File: src/hw/rtl/dsns_pkg.sv
package dsns_pkg;

    localparam int ADDR_W = 32;
    localparam int TS_W   = 32;
    localparam int LVL_W  = 16;
    localparam int OP_W   = 3;
    localparam int KIND_W = 2;
    localparam int IDX_W  = 3;
    localparam int CNT_W  = 6;

    typedef enum logic [OP_W-1:0] {
        OP_FOUND  = 3'd0,
        OP_DOCK   = 3'd1,
        OP_UNDOCK = 3'd2,
        OP_ADD    = 3'd3,
        OP_CLEAR  = 3'd4
    } t_op;

    typedef enum logic [KIND_W-1:0] {
        KIND_NONE     = 2'd0,
        KIND_FOUND    = 2'd1,
        KIND_DOCKED   = 2'd2,
        KIND_UNDOCKED = 2'd3
    } t_kind;

    typedef enum logic [2:0] {
        S_IDLE,
        S_EXEC,
        S_SCAN,
        S_CMP,
        S_INS,
        S_PUT,
        S_FIN
    } t_state;

    typedef enum logic {
        CMP_EQ,
        CMP_GT
    } t_cmp_mode;

    typedef struct packed {
        logic [TS_W-1:0]  time_stamp;
        logic [LVL_W-1:0] level;
    } t_note;

endpackage

File: src/hw/rtl/dsns_cmp.sv
module dsns_cmp (
    input  dsns_pkg::t_cmp_mode             i_mode,
    input  logic [dsns_pkg::ADDR_W-1:0]     i_a,
    input  logic [dsns_pkg::ADDR_W-1:0]     i_b,
    output logic                            o_hit
);
    import dsns_pkg::*;

    always_comb begin
        unique case (i_mode)
            CMP_EQ:  o_hit = (i_a == i_b);
            CMP_GT:  o_hit = ($signed(i_a) > $signed(i_b));
            default: o_hit = 1'b0;
        endcase
    end
endmodule

File: config.mk
export PLATFORM = sky130hd
export DESIGN_NAME = dsns_cmp
export DESIGN_NICKNAME = d
export VERILOG_FILES = /design/src/hw/rtl/dsns_pkg.sv /design/src/hw/rtl/dsns_cmp.sv
export SDC_FILE = /design/constraint.sdc
export NUM_CORES = 1
export LEC_CHECK = 0
export BUFFER_PORTS_ARGS = -buffer_cell sky130_fd_sc_hd__buf_2
export CELL_PAD_IN_SITES_DETAIL_PLACEMENT = 0
export CELL_PAD_IN_SITES_GLOBAL_PLACEMENT = 2
export CORE_MARGIN = 2
export CORE_UTILIZATION = 21
export DETAILED_ROUTE_END_ITERATION = 6
export PLACE_DENSITY_LB_ADDON = 0.1
export SYNTH_ARGS = -nofsm -noshare
export SYNTH_HDL_FRONTEND = slang
export SYNTH_SLANG_ARGS = --single-unit
File: constraint.sdc
create_clock -name vclk -period 6.9
set_clock_uncertainty 0.15 [all_clocks]
set_input_delay 2.07 -clock vclk [all_inputs]
set_output_delay 2.07 -clock vclk [all_outputs]
set_load 0.01 [all_outputs]
==> Yosys cells after proc, flatten, opt, wreduce, memory -nomap -nowiden <==
Index checks and enable logic that the tools add are counted.
{ "word_totals": {"reg_bits": 0, "output_inout_bits": 1, "word_cells": 4} }
{ "classes": {"magnitude_cmp": 1, "eq_ne": 1, "mux": 1, "bitwise_logic": 1} }
{ "ops": {"columns": ["cell", "count"], "rows": [
  ["$eq A32 B32 Y1", 1],
  ["$gt A32 B32 Y1", 1],
  ["$pmux W1 S2", 1],
  ["$not A1 Y1", 1]
]} }

==> Depth between registers and ports, before layout <==
{ "logic_depth": {"depth_word": 2, "depth_mapped": 9, "mapped_depth_nobuf": 9} }

==> Worst setup path before layout <==
Ideal clock, no wire load.
{ "synth_path": {"path_kind": "in2out", "startpoint": "in i_b[10] (netlist name)", "endpoint": "out o_hit", "t_arrival_ps": 3667, "setup_slack_ps": 1013, "cell_stages": 9, "n_path_buf": 0, "path_cell_list": "inv_1 -> ha_1 -> a21oi_1 -> nand2_1 -> a221oi_1 -> o211ai_1 -> a21oi_1 -> mux2_1 -> a31o_1"} }
{ "synth_via": {"elab_chain_len": 2} }
{ "synth_rtl": {"columns": ["element", "line", "rtl"], "rows": [
  ["start: declaration", "dsns_cmp.sv:4", "input logic [dsns_pkg::ADDR_W-1:0] i_b,"],
  ["$gt A32 B32 Y1 or $eq A32 B32 Y1 (tied branches)", "dsns_cmp.sv:12, dsns_cmp.sv:11", null],
  ["$pmux W1 S2 (*)", "dsns_cmp.sv:10", "unique case (i_mode)"],
  ["end: declaration", "dsns_cmp.sv:5", "output logic o_hit"]
]} }
Every way passes the cells marked *; elsewhere a longest branch is shown, timed or not.

==> Worst setup path after layout <==
{ "layout_path": {"startpoint": "in i_a[10] (netlist name)", "endpoint": "out o_hit"} }
{ "layout_via": {"elab_chain_len": 2} }
{ "layout_rtl": {"columns": ["element", "line", "rtl"], "rows": [
  ["start: declaration", "dsns_cmp.sv:3", "input logic [dsns_pkg::ADDR_W-1:0] i_a,"],
  ["$gt A32 B32 Y1 or $eq A32 B32 Y1 (tied branches)", "dsns_cmp.sv:12, dsns_cmp.sv:11", null],
  ["$pmux W1 S2 (*)", "dsns_cmp.sv:10", null]
]} }
Marked as above.

==> metrics list <==
* Global-route total usage across every layer: 9.25%
- Max Cap Viol: 0
* Antenna viol nets, final: 0
- DIE WIDTH: 66.3 um
- Seq_cells: 0
- Dividing total power by cell area gives a power density of 49.4 nW/um2.
* Placed wire-length estimate: 2010 um
- In this run the vertical extent of the chip is 66.3 um.
* Sequence of cells on the critical path: buf_2 -> ha_1 -> a21oi_1 -> nand2_1 -> a221oi_1 -> o211ai_1 -> a21oi_1 -> mux2_1 -> a31o_1 -> buf_2
* Post-synthesis sequential area ratio: 0%
- Total internal power: 0.0320 mW
* Starting Density: 22.1%
* Count of placed standard cells in the final layout, fillers left out: 230
* Post-route clock period utilization: 90.6%
- Summed over all failing endpoints, the final setup total negative slack is 0 ps.
- Synthesis produced a netlist with a net count of 213.
* Worst-path maximum fanout: 3
- Final Max Tran Viols: 0
* Ratio of routed vias to standard cells: 4.22
- In this run, placement finished with an instance count of 230.
- CORE AREA: 3690 um2
- Number of setup buffers added after CTS: 0
- Synthesis handed over a netlist of 116 instances.
- Relative contribution of combinational cells to total power: 100.0%
- Synth cell types: 19
* Final count of negative-setup-slack endpoints: 0
- For the pin with the worst max-slew slack, the measured transition is 343 ps.
- Slew margin rel.: 76.9%
- Storage cell area: 0 um2
* Final Hold Vio Count: 0
- Share of layout cells above drive strength 1: 36.3%
- Top-Level Pins: 66
* Synthesized cell area: 816 um2
- Static timing analysis puts the maximum clock frequency at 160 MHz.
- Synthesized area per cell: 7.03 um2
- Counting the clock-network buffers in the layout gives 0.
- Die ar.: 4400 um2
* Number of hold-repair buffers added at the cts stage: 0
- Count of cells resized by post-cts repair: 0
- The min-delay analysis places its worst path in the category in -> out.
- The filler cells instantiated in the layout total 422.
- Number of detailed-routing iterations run before antenna repair: 3
- The first global-routing pass estimated 3460 um of wire.
* Unrepaired setup endpoints after global routing: no
- Remaining global-route overflow: 0
* Endpoint of the worst hold path: o_hit
* Kind of start point of the critical path: input pin
- Among all stages on the critical path, the largest delay is contributed by sky130_fd_sc_hd__mux2_1.
- Number of warnings issued by yosys: 0
- Leakage: 0.767 nW
- Antenna violations before repair: 0
- Starting DRT DRC Count: 24
- The flow ran to the end, and the final reports show no timing, DRC or antenna violations.
* Wirelength per Cell: 8.94 um
- Overall routed net length: 2060 um
* Total number of vias: 970
- Part of the total power dissipated in the clock network: 0%
- Critical path endpoint category: output pin
- Number of nets in the layout: 281
- The number of global-route vias before repair is 910.
* Port bufs: 66
- VDD sags by at most 0.0149 mV.
- CP Data Required Time: 4680 ps
- Switching power of the nets: 0.0276 mW
* Worst hold path depth: 3
- In this design, the stage delay of the slowest critical-path cell is 340 ps.
- Data arrival time at the worst-slack endpoint: 4030 ps
- Maximum number of pins on one net before global-route repair: 5
- After floorplanning, the core was divided into 22 placement rows.
- Class of the most critical setup path: in -> out
- Relative to the synthesized area, the layout overhead comes to 47.9%.
* Placer's final routability congestion estimate: 0.679
- Number of antenna diodes: 0
- In this run the most critical hold path is launched from i_mode.
* Sequential share of power: 0%
* Final Critical Period: 6250 ps
* Post-route DRC: 0
* Sw Share: 46.3%
[layout by cell type, fill, tap and decap left out]
master / Yosys / layout
sky130_fd_sc_hd__mux2_1: 1 / 1
sky130_fd_sc_hd__o21ai_0: 4 / 4
sky130_fd_sc_hd__ha_1: 32 / 32
sky130_fd_sc_hd__o211ai_1: 2 / 2
sky130_fd_sc_hd__nor2b_1: 1 / 1
sky130_fd_sc_hd__nor3_1: 1 / 1
sky130_fd_sc_hd__nor4_1: 2 / 2
sky130_fd_sc_hd__a211oi_1: 1 / 1
sky130_fd_sc_hd__nand2_1: 8 / 8
sky130_fd_sc_hd__a31o_1: 1 / 1
sky130_fd_sc_hd__a21oi_1: 12 / 12
sky130_fd_sc_hd__nand4_1: 8 / 8
sky130_fd_sc_hd__nand3_1: 2 / 2
sky130_fd_sc_hd__nand3b_1: 1 / 1
sky130_fd_sc_hd__a2111o_1: 1 / 1
sky130_fd_sc_hd__nor2_1: 3 / 3
sky130_fd_sc_hd__a21o_1: 1 / 1
sky130_fd_sc_hd__buf_2: 0 / 66
sky130_fd_sc_hd__a221oi_1: 2 / 2
sky130_fd_sc_hd__inv_1: 33 / 33
[worst max-delay path by stage]
| stage | from | endpoint | slack, ps | cells after the start |
|---|---|---|---|---|
| 3_3_place_gp | i_a[5] | o_hit | 630 | 10 |
| 4_1_cts | i_a[5] | o_hit | 650 | 10 |
| 5_1_grt | i_a[7] | o_hit | 500 | 10 |
| 2_1_floorplan | i_b[10] | o_hit | 1010 | 9 |
| 6_report | i_a[10] | o_hit | 650 | 10 |
| 3_5_place_dp | i_a[5] | o_hit | 650 | 10 |
[Yosys cell counts, drive strengths merged, types with 2 or more instances]
cell	count	area share, %
nand2	8	3.7
a21oi	12	7.4
o211ai	2	1.8
nand3	2	1.2
nor4	2	1.5
a221oi	2	2.1
nand4	8	6.1
inv	33	15
nor2	3	1.4
o21ai	4	2.5
ha	32	49
[stage by stage]
step / power, mW / setup WS, ps / util (%) / cell area (um2) / hold slack (ps)
6_report: 0.0596 / 651 / 32.7 / 1210 / 4320
5_1_grt: 0.0706 / 504 / 32.7 / 1210 / 4370
4_1_cts: 0.0611 / 646 / 32.7 / 1210 / 4320
3_5_place_dp: 0.0608 / 648 / 32.7 / 1210 / 4320
3_3_place_gp: 0.0598 / 634 / 32.7 / 1210 / 4330
2_1_floorplan: 0.0335 / 1010 / - / 816 / 4150
[power groups by stage]
stage / sequential [mW] / combinational (mW) / clock [mW]
2_1_floorplan: 0 / 0.0335 / 0
3_3_place_gp: 0 / 0.0598 / 0
3_5_place_dp: 0 / 0.0608 / 0
4_1_cts: 0 / 0.0611 / 0
5_1_grt: 0 / 0.0706 / 0
6_report: 0 / 0.0596 / 0
[logic make-up after synthesis]
kind of cell / share of synthesized area (%)
buffers and inverters: 15.2
adders and majority gates: 49.1
muxes: 1.38
and+or+nand+nor: 16.3
AOI/OAI and AO/OA: 18.1
[metal layers]
metal  part of all wire, %  wire (um)  global-route usage (%)
met5                     0          0                       0
met4                     0          0                       0
met3                   9.7        199                   0.681
met2                    43        879                    16.9
met1                    47        976                    12.5
[final cells by class]
| class | instances | area [um2] | share of cell area (%) |
|---|---|---|---|
| Multi-Input combinational cell | 83 | 692 | 57.4 |
| Timing Repair Buffer | 66 | 330 | 27.4 |
| Inverter | 33 | 124 | 10.3 |
| Tap cell | 48 | 60.1 | 4.98 |
[worst max-delay path, delay by kind of cell]
kind                       cells  cell delay (ps)
and+or+nand+nor                1               70
muxes                          1              340
AOI/OAI and AO/OA              5             1010
buffers and inverters          2              230
adders and majority gates      1              310
Power figures use the tool's default switching activity.
