**config.mk**
```make
export PLATFORM = sky130hd
export DESIGN_NAME = dsns_ram
export DESIGN_NICKNAME = d
export VERILOG_FILES = /design/src/hw/rtl/dsns_ram.sv
export SDC_FILE = /design/constraint.sdc
export NUM_CORES = 1
export LEC_CHECK = 0
export ABC_AREA = 1
export BUFFER_PORTS_ARGS = -buffer_cell sky130_fd_sc_hd__buf_2
export CORE_ASPECT_RATIO = 2
export CORE_MARGIN = 2
export CORE_UTILIZATION = 25
export CTS_BUF_LIST = sky130_fd_sc_hd__clkbuf_2 sky130_fd_sc_hd__clkbuf_4 sky130_fd_sc_hd__clkbuf_8
export CTS_CLUSTER_DIAMETER = 30
export CTS_CLUSTER_SIZE = 20
export DETAILED_ROUTE_END_ITERATION = 7
export PLACE_DENSITY = 0.36
export SLEW_MARGIN = 25
export SYNTH_ARGS = -nofsm -noshare
export SYNTH_HDL_FRONTEND = slang
export SYNTH_SLANG_ARGS = --single-unit
export TNS_END_PERCENT = 30
```
**constraint.sdc**
```tcl
create_clock -name i_clk -period 5.3 [get_ports i_clk]
set_input_delay 0.265 -clock i_clk [delete_from_list [all_inputs] [get_ports i_clk]]
set_output_delay 0.265 -clock i_clk [all_outputs]
set_load 0.03 [all_outputs]
```
**src/hw/rtl/dsns_ram.sv**
```systemverilog
module dsns_ram #(
    parameter int WIDTH = 32,
    parameter int DEPTH = 8,
    parameter int AW    = (DEPTH > 1) ? $clog2(DEPTH) : 1
) (
    input  logic             i_clk,
    input  logic             i_we,
    input  logic [AW-1:0]    i_waddr,
    input  logic [WIDTH-1:0] i_wdata,
    input  logic [AW-1:0]    i_raddr,
    output logic [WIDTH-1:0] o_rdata
);
    logic [WIDTH-1:0] r_mem [DEPTH];
    logic [WIDTH-1:0] r_rdata;

    always_ff @(posedge i_clk) begin
        if (i_we) begin
            r_mem[i_waddr] <= i_wdata;
        end
        r_rdata <= r_mem[i_raddr];
    end

    assign o_rdata = r_rdata;
endmodule

```
# Word level (Yosys, flattened, before mapping)
# Memories as Yosys holds them, arrays and structs flattened. A register that Yosys moved wholly into a read port is not among the register bits.
# Index checks and enable logic that the tools add are counted.
[op_classes]
n_mux = 2
[ops]
columns = ["cell", "count"]
rows = [
  ["2-to-1 mux 1 bit", 2],
]
[word_totals]
regBits = 0
mem_bits_rw = 256
word_cells = 3
mem_count = 1
[memory_table]
columns = ["memory", "depth", "width", "rd", "rd_clocked_by_memory_dff", "write_ports", "line_no", "text"]
rows = [
  ["r_mem", 8, 32, 1, 1, 1, "13", "logic [WIDTH-1:0] r_mem [DEPTH];"],
]

# Longest topological paths before layout
# Gate-level depths: netlist of the first run.
[depth]
word_depth = 2
mapped_depth = 8
ltp_nobuf = 6

# Worst setup path after synthesis of the first run
# No wires, ideal clock.
[synth_timing]
kind = "input-to-reg"
start = "input port i_waddr[0]"
end = "memory r_mem[0][0], enable pin"
setup_ns = 0.421
arrival_ns = 1.761
required_ns = 4.879
slack_ns = 3.118
path_stages = 3
cell_sequence = "inv_1 > nand2_1 > nor2_1"
[synth_lines]
columns = ["element", "line_no", "text"]
rows = [
  ["from (decl)", "8", "input logic [AW-1:0] i_waddr,"],
  ["to (decl)", "13", ""],
]
# No word-level cell before the write port.

==> flow_summary.toml, run 1 <==
[run_status]
run_status = "complete, no violations"

[synthesis]
synth_area_um2 = 11900
synth_warnings = 0
synth-seq-cells = 288
synthDistinctLibCells = 12
synth.yosys.seq_area_share = 0.701
postSynthNetCount = 1196
netlist_instances = 1156
synthesis.area_per_instance_um2 = 10.3

[grt]
global_route.usage.total = 0.122
globalRouteOverflowTotal = 0
grt_antenna_before_repair = 1
grt_pass1_wl_um = 45000
number_of_global_route_vias_before_repair = 7719
grt_start_max_net_pins = 77

[routing]
drc = 0
avgViaCountPerCell = 3.90
drt_pre_antenna_iters = 4
postRouteWirelength_um = 29400
post_drt_wl_per_cell_um = 15.0
detail-route-antenna-nets = 0
vias = 7642
drt_initial_violations = 295

[timing]
final.period_utilization = 0.441
timing.final.crit_period_ns = 2.34
timing.clock.skew_ns = 0.0156
rsz_0062_raised_after_global_routing = "false"
timing.max_slew.rel_slack = 0.316
slew_violations = 0
max_slew.worst_pin.slew_ns = 1.03
setup-violations-final = 0
timing.hold.ws_ns = 0.322
achievable-frequency_mhz = 428
fin_setup_tns_ns = 0
report.final.hold_viol_count = 0

[place]
gpl.final_weighted_congestion = 0.678
hpwlAfterDp_um = 14100
port_buffers = 71

[clock_network]
numClockSinks = 288
cts.root.buffer_cell = "sky130_fd_sc_hd__clkbuf_8"
max-clock-path-buffers = 3
cts_buffers = 54
insertion_delay_ns = 0.58
cts-resized-gates = 0
cts_tree = "built"
htree_levels = 2
clkTransAtPathRegs_ns = 0.07

[worst_hold_path]
worst_hold_path.endpoint = "o_rdata[16]"
hold-path-cell-count = 4
worst_hold_path_type = "in2reg"
hp-start = "i_raddr[2]"

[cells_and_area]
syn_to_final_growth_pct = 22.6
drive_gt1_frac = 0.147
area.sequential_um2 = 8330
antenna-diode-count = 0
layout.cells.most_common = "sky130_fd_sc_hd__nand2_1"
multi_input_combinational_cell_area_um2 = 2310
mostFrequentLayoutCells = "sky130_fd_sc_hd__nand2_1 (422), sky130_fd_sc_hd__inv_1 (260), sky130_fd_sc_hd__edfxtp_1 (256)"
nets_finish = 1321
nFillCells = 4958
finalCoreUtilization = 0.308

[critical_path]
critPathRequiredTime_ns = 5.81
worst-endpoint-arrival_ns = 2.85
worst-r2r-cell-count = 6
reg2reg_to = "o_rdata[22]"
r2r_startpoint = "r_mem[5][22]"
critical_path_sink_type = "flip-flop"
worst_setup_path_start_kind = "primary input"
reg2reg_slack_ns = 4.37
critical_path_class = "in2reg"
critical_path_peak_fanout = 72

[floorplanning]
die_width_um = 158
num_rows = 113
initial_core_util = 0.251
overall_die_area_um2 = 49400
design.core.area_um2 = 47200
floorplan.die.height_um = 312
num_io_pins = 72

[power_and_ir_drop]
total_leakage_power_uw = 0.00656
power_per_cell_area_nw_per_um2 = 383
worst_ir_drop_vdd_v = 0.000263

[job]
drv_cap = 0
## state kept, by name (all words and copies together) (netlist names)
register / cells
o_rdata: 32
r_mem: 256
## critical path, cell delays in order
cell                       delay [ns]
sky130_fd_sc_hd__buf_4           0.51
sky130_fd_sc_hd__clkinv_2        0.86
sky130_fd_sc_hd__buf_4           0.68
sky130_fd_sc_hd__nand2_1         0.15
sky130_fd_sc_hd__nand3_1         0.08
sky130_fd_sc_hd__nand2_1         0.11
sky130_fd_sc_hd__nand2_1         0.05
sky130_fd_sc_hd__nand2_1         0.11
## worst max-delay path by stage
stage	from	endpoint	cells after the start	slack (ns)
2_1_floorplan	i_waddr[0]	r_mem[0][0]	3	3.12
3_3_place_gp	i_raddr[0]	o_rdata[13]	8	2.32
3_5_place_dp	i_raddr[0]	o_rdata[22]	8	2.25
4_1_cts	i_raddr[0]	o_rdata[22]	8	2.89
5_1_grt	i_raddr[0]	o_rdata[7]	8	2.65
6_report	i_raddr[0]	o_rdata[22]	8	2.96
## final cells by class
| type | instances | area share |
|---|---|---|
| clock buffer | 67 | 0.0617 |
| tap | 632 | 0.0543 |
| timing repair buffer | 117 | 0.0538 |
| inverter | 262 | 0.0678 |
| multi-input combinational | 558 | 0.159 |
| sequential | 288 | 0.572 |
| clock inverter | 35 | 0.0310 |
## synthesized netlist by cell type
cell	instances	share of area
sky130_fd_sc_hd__buf_6	11	0.010
sky130_fd_sc_hd__dfxtp_1	32	0.054
sky130_fd_sc_hd__nand3_1	128	0.054
sky130_fd_sc_hd__buf_2	20	0.0084
sky130_fd_sc_hd__buf_1	5	0.0016
sky130_fd_sc_hd__nor2_1	8	0.0025
sky130_fd_sc_hd__inv_2	2	0.00063
sky130_fd_sc_hd__edfxtp_1	256	0.65
sky130_fd_sc_hd__inv_1	260	0.082
sky130_fd_sc_hd__nand2_1	422	0.13
sky130_fd_sc_hd__buf_4	5	0.0032
sky130_fd_sc_hd__clkbuf_1	7	0.0022
## stage by stage
stage | area (µm²) | worst slack, ns | power [µW] | cells
after CTS | 14600 | 2.89 | 5680 | 1959
after detailed placement | 12900 | 2.25 | 3010 | 1825
final | 14600 | 2.96 | 5570 | 1959
after global placement | 12900 | 2.32 | 3000 | 1825
after global routing | 14600 | 2.65 | 5810 | 1959
after floorplan | 11900 | 3.12 | 2870 | 1156
## layer usage
metal / share of wire / GRT usage / up-vias / wire (µm)
met4: 0.031 / 0.0467 / 2 / 922
met3: 0.044 / 0.0244 / 63 / 1280
met1: 0.44 / 0.152 / 3580 / 13100
met5: 0.00037 / 0 / - / 11
met2: 0.48 / 0.207 / 155 / 14100
li1: - / - / 3842 / -
## report_power, final
part	total (µW)	switching, µW	leakage (µW)	internal, µW
logic	380	270	0.00328	110
clock network	2600	983	0.000681	1620
registers	2590	23.9	0.00260	2560
total	5570	1280	0.00656	4300
## logic make-up after synthesis
family        after synthesis  share of synthesized area
buf+inv                   310                      0.109
flops                     288                      0.701
simple gates              558                      0.190
## repair_timing
action,in CTS,in global routing
hold buffers,32,0
setup buffers,0,0
endpoints found under the hold margin,256,0
Power figures use the tool's default switching activity.
==> run 2: changes to the inputs <==
==> constraint.sdc (replaced) <==
create_clock -name i_clk -period 2.45 [get_ports i_clk]
set_input_delay 0.1225 -clock i_clk [delete_from_list [all_inputs] [get_ports i_clk]]
set_output_delay 0.1225 -clock i_clk [all_outputs]
set_load 0.03 [all_outputs]
==> run 2 against run 1 <==
Compared with the run above:
- sequential share of layout area decreased by 0.45 points
- largest cell class unchanged
- register-to-register slack got worse by 2.9 ns
- combinational power increased by 120%
- largest power group is now sequential cells
- critical endpoint is now o_rdata[10]
- clock skew increased by 0.0034 ns
- hold slack got worse by 0.19 ns
==> flow_summary.toml, run 2 (synthesis results as in run 1) <==
[floorplanning]
initial_core_util = 0.251
num_io_pins = 72
design.core.area_um2 = 47200
floorplan.die.height_um = 312
overall_die_area_um2 = 49400
num_rows = 113
die_width_um = 158

[clock_network]
clkTransAtPathRegs_ns = 0.06
numClockSinks = 288
cts_tree = "built"
cts-resized-gates = 0
max-clock-path-buffers = 3
cts_buffers = 59
insertion_delay_ns = 0.61
cts_setup_buffers = 0
cts.root.buffer_cell = "sky130_fd_sc_hd__clkbuf_8"
htree_levels = 2

[routing]
postRouteWirelength_um = 30000
detail-route-antenna-nets = 0
drt_pre_antenna_iters = 5
avgViaCountPerCell = 3.93
drt_initial_violations = 380
post_drt_wl_per_cell_um = 15.2
drc = 0
vias = 7778

[grt]
global_route.usage.total = 0.123
grt_pass1_wl_um = 45900
grt_start_max_net_pins = 71
globalRouteOverflowTotal = 0
number_of_global_route_vias_before_repair = 7914
grt_antenna_before_repair = 1

[timing]
achievable-frequency_mhz = 763
setup-violations-final = 0
rsz_0062_raised_after_global_routing = "false"
slew_violations = 0
timing.hold.ws_ns = 0.131
timing.clock.skew_ns = 0.0191
report.final.hold_viol_count = 0
final.period_utilization = 0.535
timing.max_slew.rel_slack = 0.411
timing.final.crit_period_ns = 1.31
max_slew.worst_pin.slew_ns = 0.883
finalWorstSetupSlack_ns = 1.14
fin_setup_tns_ns = 0

[cells_and_area]
layout.cells.most_common = "sky130_fd_sc_hd__nand2_1"
nFillCells = 5010
syn_to_final_growth_pct = 23.5
antenna-diode-count = 0
largest_reg_flops = 256
drive_gt1_frac = 0.159
regMostFlops = "r_mem"
finalCoreUtilization = 0.311
summed_area_of_non_filler_cells_in_the_final_layout_um2 = 14700
mostFrequentLayoutCells = "sky130_fd_sc_hd__nand2_1 (422), sky130_fd_sc_hd__inv_1 (260), sky130_fd_sc_hd__edfxtp_1 (256)"
nets_finish = 1335

[critical_path]
timing.critical_path.slowest_stage_cell = "sky130_fd_sc_hd__dfxtp_1"
cp_top_family = "flip-flops"
reg2reg_slack_ns = 1.48
timing.critical_path.buf_inv = 1
critPathRequiredTime_ns = 2.33
worst-r2r-cell-count = 6
r2r_startpoint = "r_mem[5][15]"
reg2reg_to = "o_rdata[15]"
critical_path_sink_type = "output port"
critical_path_class = "reg2out"
worstPathCellList = "buf_2"
critical-path-max-stage-delay_ns = 0.37
critical_path_peak_fanout = 1
worst-endpoint-arrival_ns = 1.19
worst_setup_path_start_kind = "flip-flop"

[power_and_ir_drop]
switching_share = 0.255
switchingPower_uw = 3070
share_comb_of_total_power = 0.070
p_clk_frac = 0.464
total_leakage_power_uw = 0.00659
pwr-share-seq = 0.466
p_int_uw = 8950
worst_ir_drop_vdd_v = 0.000464
power_per_cell_area_nw_per_um2 = 819

[worst_hold_path]
hp-start = "i_waddr[1]"
hold-path-cell-count = 3
worst_hold_path_type = "in2reg"
worst_hold_path.endpoint = "r_mem[2][18]"

[place]
port_buffers = 71
dp_slack_ns = 0.843
detailed_place.area_um2 = 13000
hpwlAfterDp_um = 16600
gpl.final_weighted_congestion = 0.696

[job]
drv_cap = 0

[run_status]
run_status = "complete, no violations"
run 2: cell count changes in the layout (fill, tap and decap cells not counted), sizes merged:
cell      delta
inv          +8
clkbuf       -2
clkinvlp     +7
buf          +9
bufinv       -4
run 2: worst max path at each step:
| stage | start | endpoint | depth (start not counted) | slack (ns) |
|---|---|---|---|---|
| 3_3_place_gp | i_waddr[0] | r_mem[2][1] | 5 | 0.86 |
| 4_1_cts | o_rdata[7] | o_rdata[7] | 1 | 1.05 |
| 3_5_place_dp | i_we | r_mem[3][30] | 4 | 0.84 |
| 2_1_floorplan | i_waddr[0] | r_mem[0][0] | 3 | 0.41 |
| 5_1_grt | o_rdata[7] | o_rdata[7] | 1 | 1.08 |
| 6_report | o_rdata[10] | o_rdata[10] | 1 | 1.14 |
run 2: layer usage:
layer  track usage  vias up  wire length [µm]
met5             0        -                11
met4        0.0432        2               826
met3        0.0243       69              1450
met2         0.201      163             14000
met1         0.163     3664             13800
li1              -     3880                 -
run 2: repair_timing:
action                                  CTS  global route
hold endpoints to repair                256             0
endpoints found under the setup margin    0             0
hold buffers                             32             0
run 2: power by group through the flow:
stage / Sequential, µW / Clock, µW / Combinational, µW
floorplan: 5810 / 0 / 396
global placement: 5700 / 0 / 827
detailed placement: 5700 / 0 / 827
CTS: 5600 / 5800 / 872
global route: 5610 / 5990 / 954
finish: 5590 / 5580 / 846
run 2: final cells by class:
| cell class | count | area, µm² | area share |
|---|---|---|---|
| Sequential cell | 288 | 8330 | 0.568 |
| Multi-Input combinational cell | 558 | 2310 | 0.158 |
| Inverter | 262 | 985 | 0.0671 |
| Timing Repair Buffer | 126 | 901 | 0.0614 |
| Clock buffer | 65 | 876 | 0.0597 |
| Tap cell | 632 | 791 | 0.0539 |
| Clock inverter | 46 | 473 | 0.0322 |
run 2: stage by stage:
stage	total power [µW]	std cells
after floorplan	6200	1156
after global placement	6520	1834
after detailed placement	6530	1834
after CTS	12300	1977
after global routing	12600	1977
final	12000	1977
==> run 3: changes to the inputs <==
--- a/config.mk
+++ b/config.mk
@@ -14,7 +14,7 @@
 export CTS_CLUSTER_DIAMETER = 30
 export CTS_CLUSTER_SIZE = 20
 export DETAILED_ROUTE_END_ITERATION = 7
-export PLACE_DENSITY = 0.36
+export PLACE_DENSITY = 0.37
 export SLEW_MARGIN = 25
 export SYNTH_ARGS = -nofsm -noshare
 export SYNTH_HDL_FRONTEND = slang
==> constraint.sdc (replaced) <==
create_clock -name i_clk -period 1.2 [get_ports i_clk]
set_input_delay 0.06 -clock i_clk [delete_from_list [all_inputs] [get_ports i_clk]]
set_output_delay 0.06 -clock i_clk [all_outputs]
set_load 0.03 [all_outputs]
==> run 3 against run 2 <==
Compared with the run above:
- die area did not move
- wire length fell by 3.4%
- final area rose by 2.2%
- non-clock buffer count rose by 15
- first-iteration DRC count fell by 13%
- clock power rose by 76%
- clock-buffer cell count fell by 1
- final cell count fell by 0.20%
- power rose by 93%
- global-route usage fell by 0.47 points
- flip-flop and latch count did not move
- sequential power rose by 100%
- largest power group unchanged
==> flow_summary.toml, run 3 (synthesis results as in run 1) <==
[grt]
grt_pass1_wl_um = 44300
grt_use_met3 = 0.0204
number_of_global_route_vias_before_repair = 7638
layer_with_the_highest_usage = "met2"
globalRouteMet2Util = 0.195
globalRouteOverflowTotal = 0
grt_antenna_before_repair = 0
grt_start_max_net_pins = 45
global_route.usage.total = 0.119
global_route.usage.met1 = 0.157

[timing]
timing.clock.skew_ns = 0.0416
timing.final.crit_period_ns = 1.16
timing.max_slew.rel_slack = 0.824
final.period_utilization = 0.966
achievable-frequency_mhz = 863
fin_setup_tns_ns = 0
report.final.hold_viol_count = 0
rsz_0062_raised_after_global_routing = "true"
max_slew.worst_pin.slew_ns = 0.263
slew_violations = 0
finalWorstSetupSlack_ns = 0.0406
setup-violations-final = 0

[critical_path]
critical-path-max-stage-delay_ns = 0.37
critical_path_sink_type = "output port"
critical_path_peak_fanout = 1
timing.critical_path.slowest_stage_cell = "sky130_fd_sc_hd__dfxtp_2"
critPathRequiredTime_ns = 1.14
r2r_startpoint = "r_mem[5][7]"
timing.critical_path.buf_inv = 1
critical_path_class = "reg2out"
worstPathCellList = "buf_6"
worst_setup_path_start_kind = "flip-flop"
worst-endpoint-arrival_ns = 1.10
cp-startpoint = "o_rdata[0]"
cp_top_family = "flip-flops"

[clock_network]
cts_buffers = 50
clkTransAtPathRegs_ns = 0.07
max-clock-path-buffers = 3
insertion_delay_ns = 0.60
cts_tree = "built"
cts_setup_buffers = 0
htree_levels = 2
numClockSinks = 288
cts.root.buffer_cell = "sky130_fd_sc_hd__clkbuf_8"

[routing]
drc = 0
postRouteWirelength_um = 29000
drt_initial_violations = 330
drt_pre_antenna_iters = 6
vias = 7710
avgViaCountPerCell = 3.91
detail-route-antenna-nets = 0
post_drt_wl_per_cell_um = 14.7

[cells_and_area]
nets_finish = 1341
summed_area_of_non_filler_cells_in_the_final_layout_um2 = 15000
regMostFlops = "r_mem"
final-instance-count-excl-fill = 1973
nFillCells = 4959
layout.cells.most_common = "sky130_fd_sc_hd__nand2_1"
finalCoreUtilization = 0.317
syn_to_final_growth_pct = 26.2
mostFrequentLayoutCells = "sky130_fd_sc_hd__nand2_1 (422), sky130_fd_sc_hd__inv_1 (259), sky130_fd_sc_hd__edfxtp_1 (256)"
drive_gt1_frac = 0.160
antenna-diode-count = 0
largest_reg_flops = 256

[place]
detailed_place.area_um2 = 13400
port_buffers = 71
dp_slack_ns = 0.0663
hpwlAfterDp_um = 17300
numPlacedInstances = 1847
gpl.final_weighted_congestion = 0.711

[floorplanning]
initial_core_util = 0.251
floorplan.die.height_um = 312
num_io_pins = 72
overall_die_area_um2 = 49400
die_width_um = 158
design.core.area_um2 = 47200
num_rows = 113

[power_and_ir_drop]
total_leakage_power_uw = 0.00669
power_per_cell_area_nw_per_um2 = 1550
worst_ir_drop_vdd_v = 0.000625

[worst_hold_path]
worst_hold_path_type = "in2reg"
hp-start = "i_raddr[1]"

[job]
drv_cap = 0

[run_status]
run_status = "complete, no violations"
## run 3: cell types whose count changed in the layout (fill, tap and decap cells not counted), moves of 3 or more
cell / previous run / this run
sky130_fd_sc_hd__clkinvlp_4: 14 / 11
sky130_fd_sc_hd__dfxtp_1: 32 / 26
sky130_fd_sc_hd__buf_12: 4 / 30
sky130_fd_sc_hd__dfxtp_2: 0 / 6
sky130_fd_sc_hd__clkbuf_8: 62 / 54
sky130_fd_sc_hd__clkinv_4: 6 / 3
sky130_fd_sc_hd__buf_2: 70 / 48
sky130_fd_sc_hd__clkinv_2: 11 / 4
sky130_fd_sc_hd__clkbuf_4: 3 / 10
sky130_fd_sc_hd__inv_6: 8 / 2
sky130_fd_sc_hd__buf_6: 0 / 10
## run 3: worst paths after layout
| path | to | slack, ns | cells past startpoint |
|---|---|---|---|
| hold reg to reg | o_rdata[20] | 0.62 | 6 |
| setup / recovery | o_rdata[0] | 0.04 | 1 |
| hold / removal | o_rdata[2] | 0.06 | 6 |
| setup reg to reg | o_rdata[7] | 0.28 | 6 |
## run 3: report_power, final
group	leakage (µW)	internal (µW)	switching, µW
sequential	0.00260	11300	107
clock	0.000549	5490	4350
combinational	0.00354	692	1230
total	0.00669	17500	5680
## run 3: timing repair
item / in CTS / in global routing
hold buffers: 34 / 0
hold endpoints to repair: 286 / 0
setup endpoints to repair: 17 / 10
resized for setup: 28 / 15
## run 3: through the flow
| step | power, µW | hold slack (ns) |
|---|---|---|
| after floorplan | 12700 | 0.159 |
| after global placement | 13400 | 0.346 |
| after detailed placement | 13500 | 0.344 |
| after CTS | 23600 | 0.0233 |
| after global routing | 24200 | 0.0826 |
| final | 23200 | 0.0642 |
## run 3: worst reg2reg max path, cell delays in order, from the launching register on
cell and delay (ns):
sky130_fd_sc_hd__edfxtp_1 0.36, sky130_fd_sc_hd__inv_1 0.06, sky130_fd_sc_hd__nand2_1 0.04, sky130_fd_sc_hd__nand3_1 0.11, sky130_fd_sc_hd__nand2_1 0.06, sky130_fd_sc_hd__nand2_1 0.06, sky130_fd_sc_hd__nand2_1 0.10
## run 3: layout make-up
type	instances	area, µm²	share of cell area
Tap cell	632	791	0.0528
Clock buffer	64	818	0.0546
Timing Repair Buffer	141	1440	0.0959
Inverter	262	986	0.0658
Multi-Input combinational cell	558	2310	0.154
Sequential cell	288	8340	0.556
Clock inverter	28	304	0.0203
## run 3: layer usage
metal / vias up / share of wire
met5: - / 0
met3: 55 / 0.037
met1: 3621 / 0.46
met2: 149 / 0.47
li1: 3885 / -
met4: 0 / 0.025
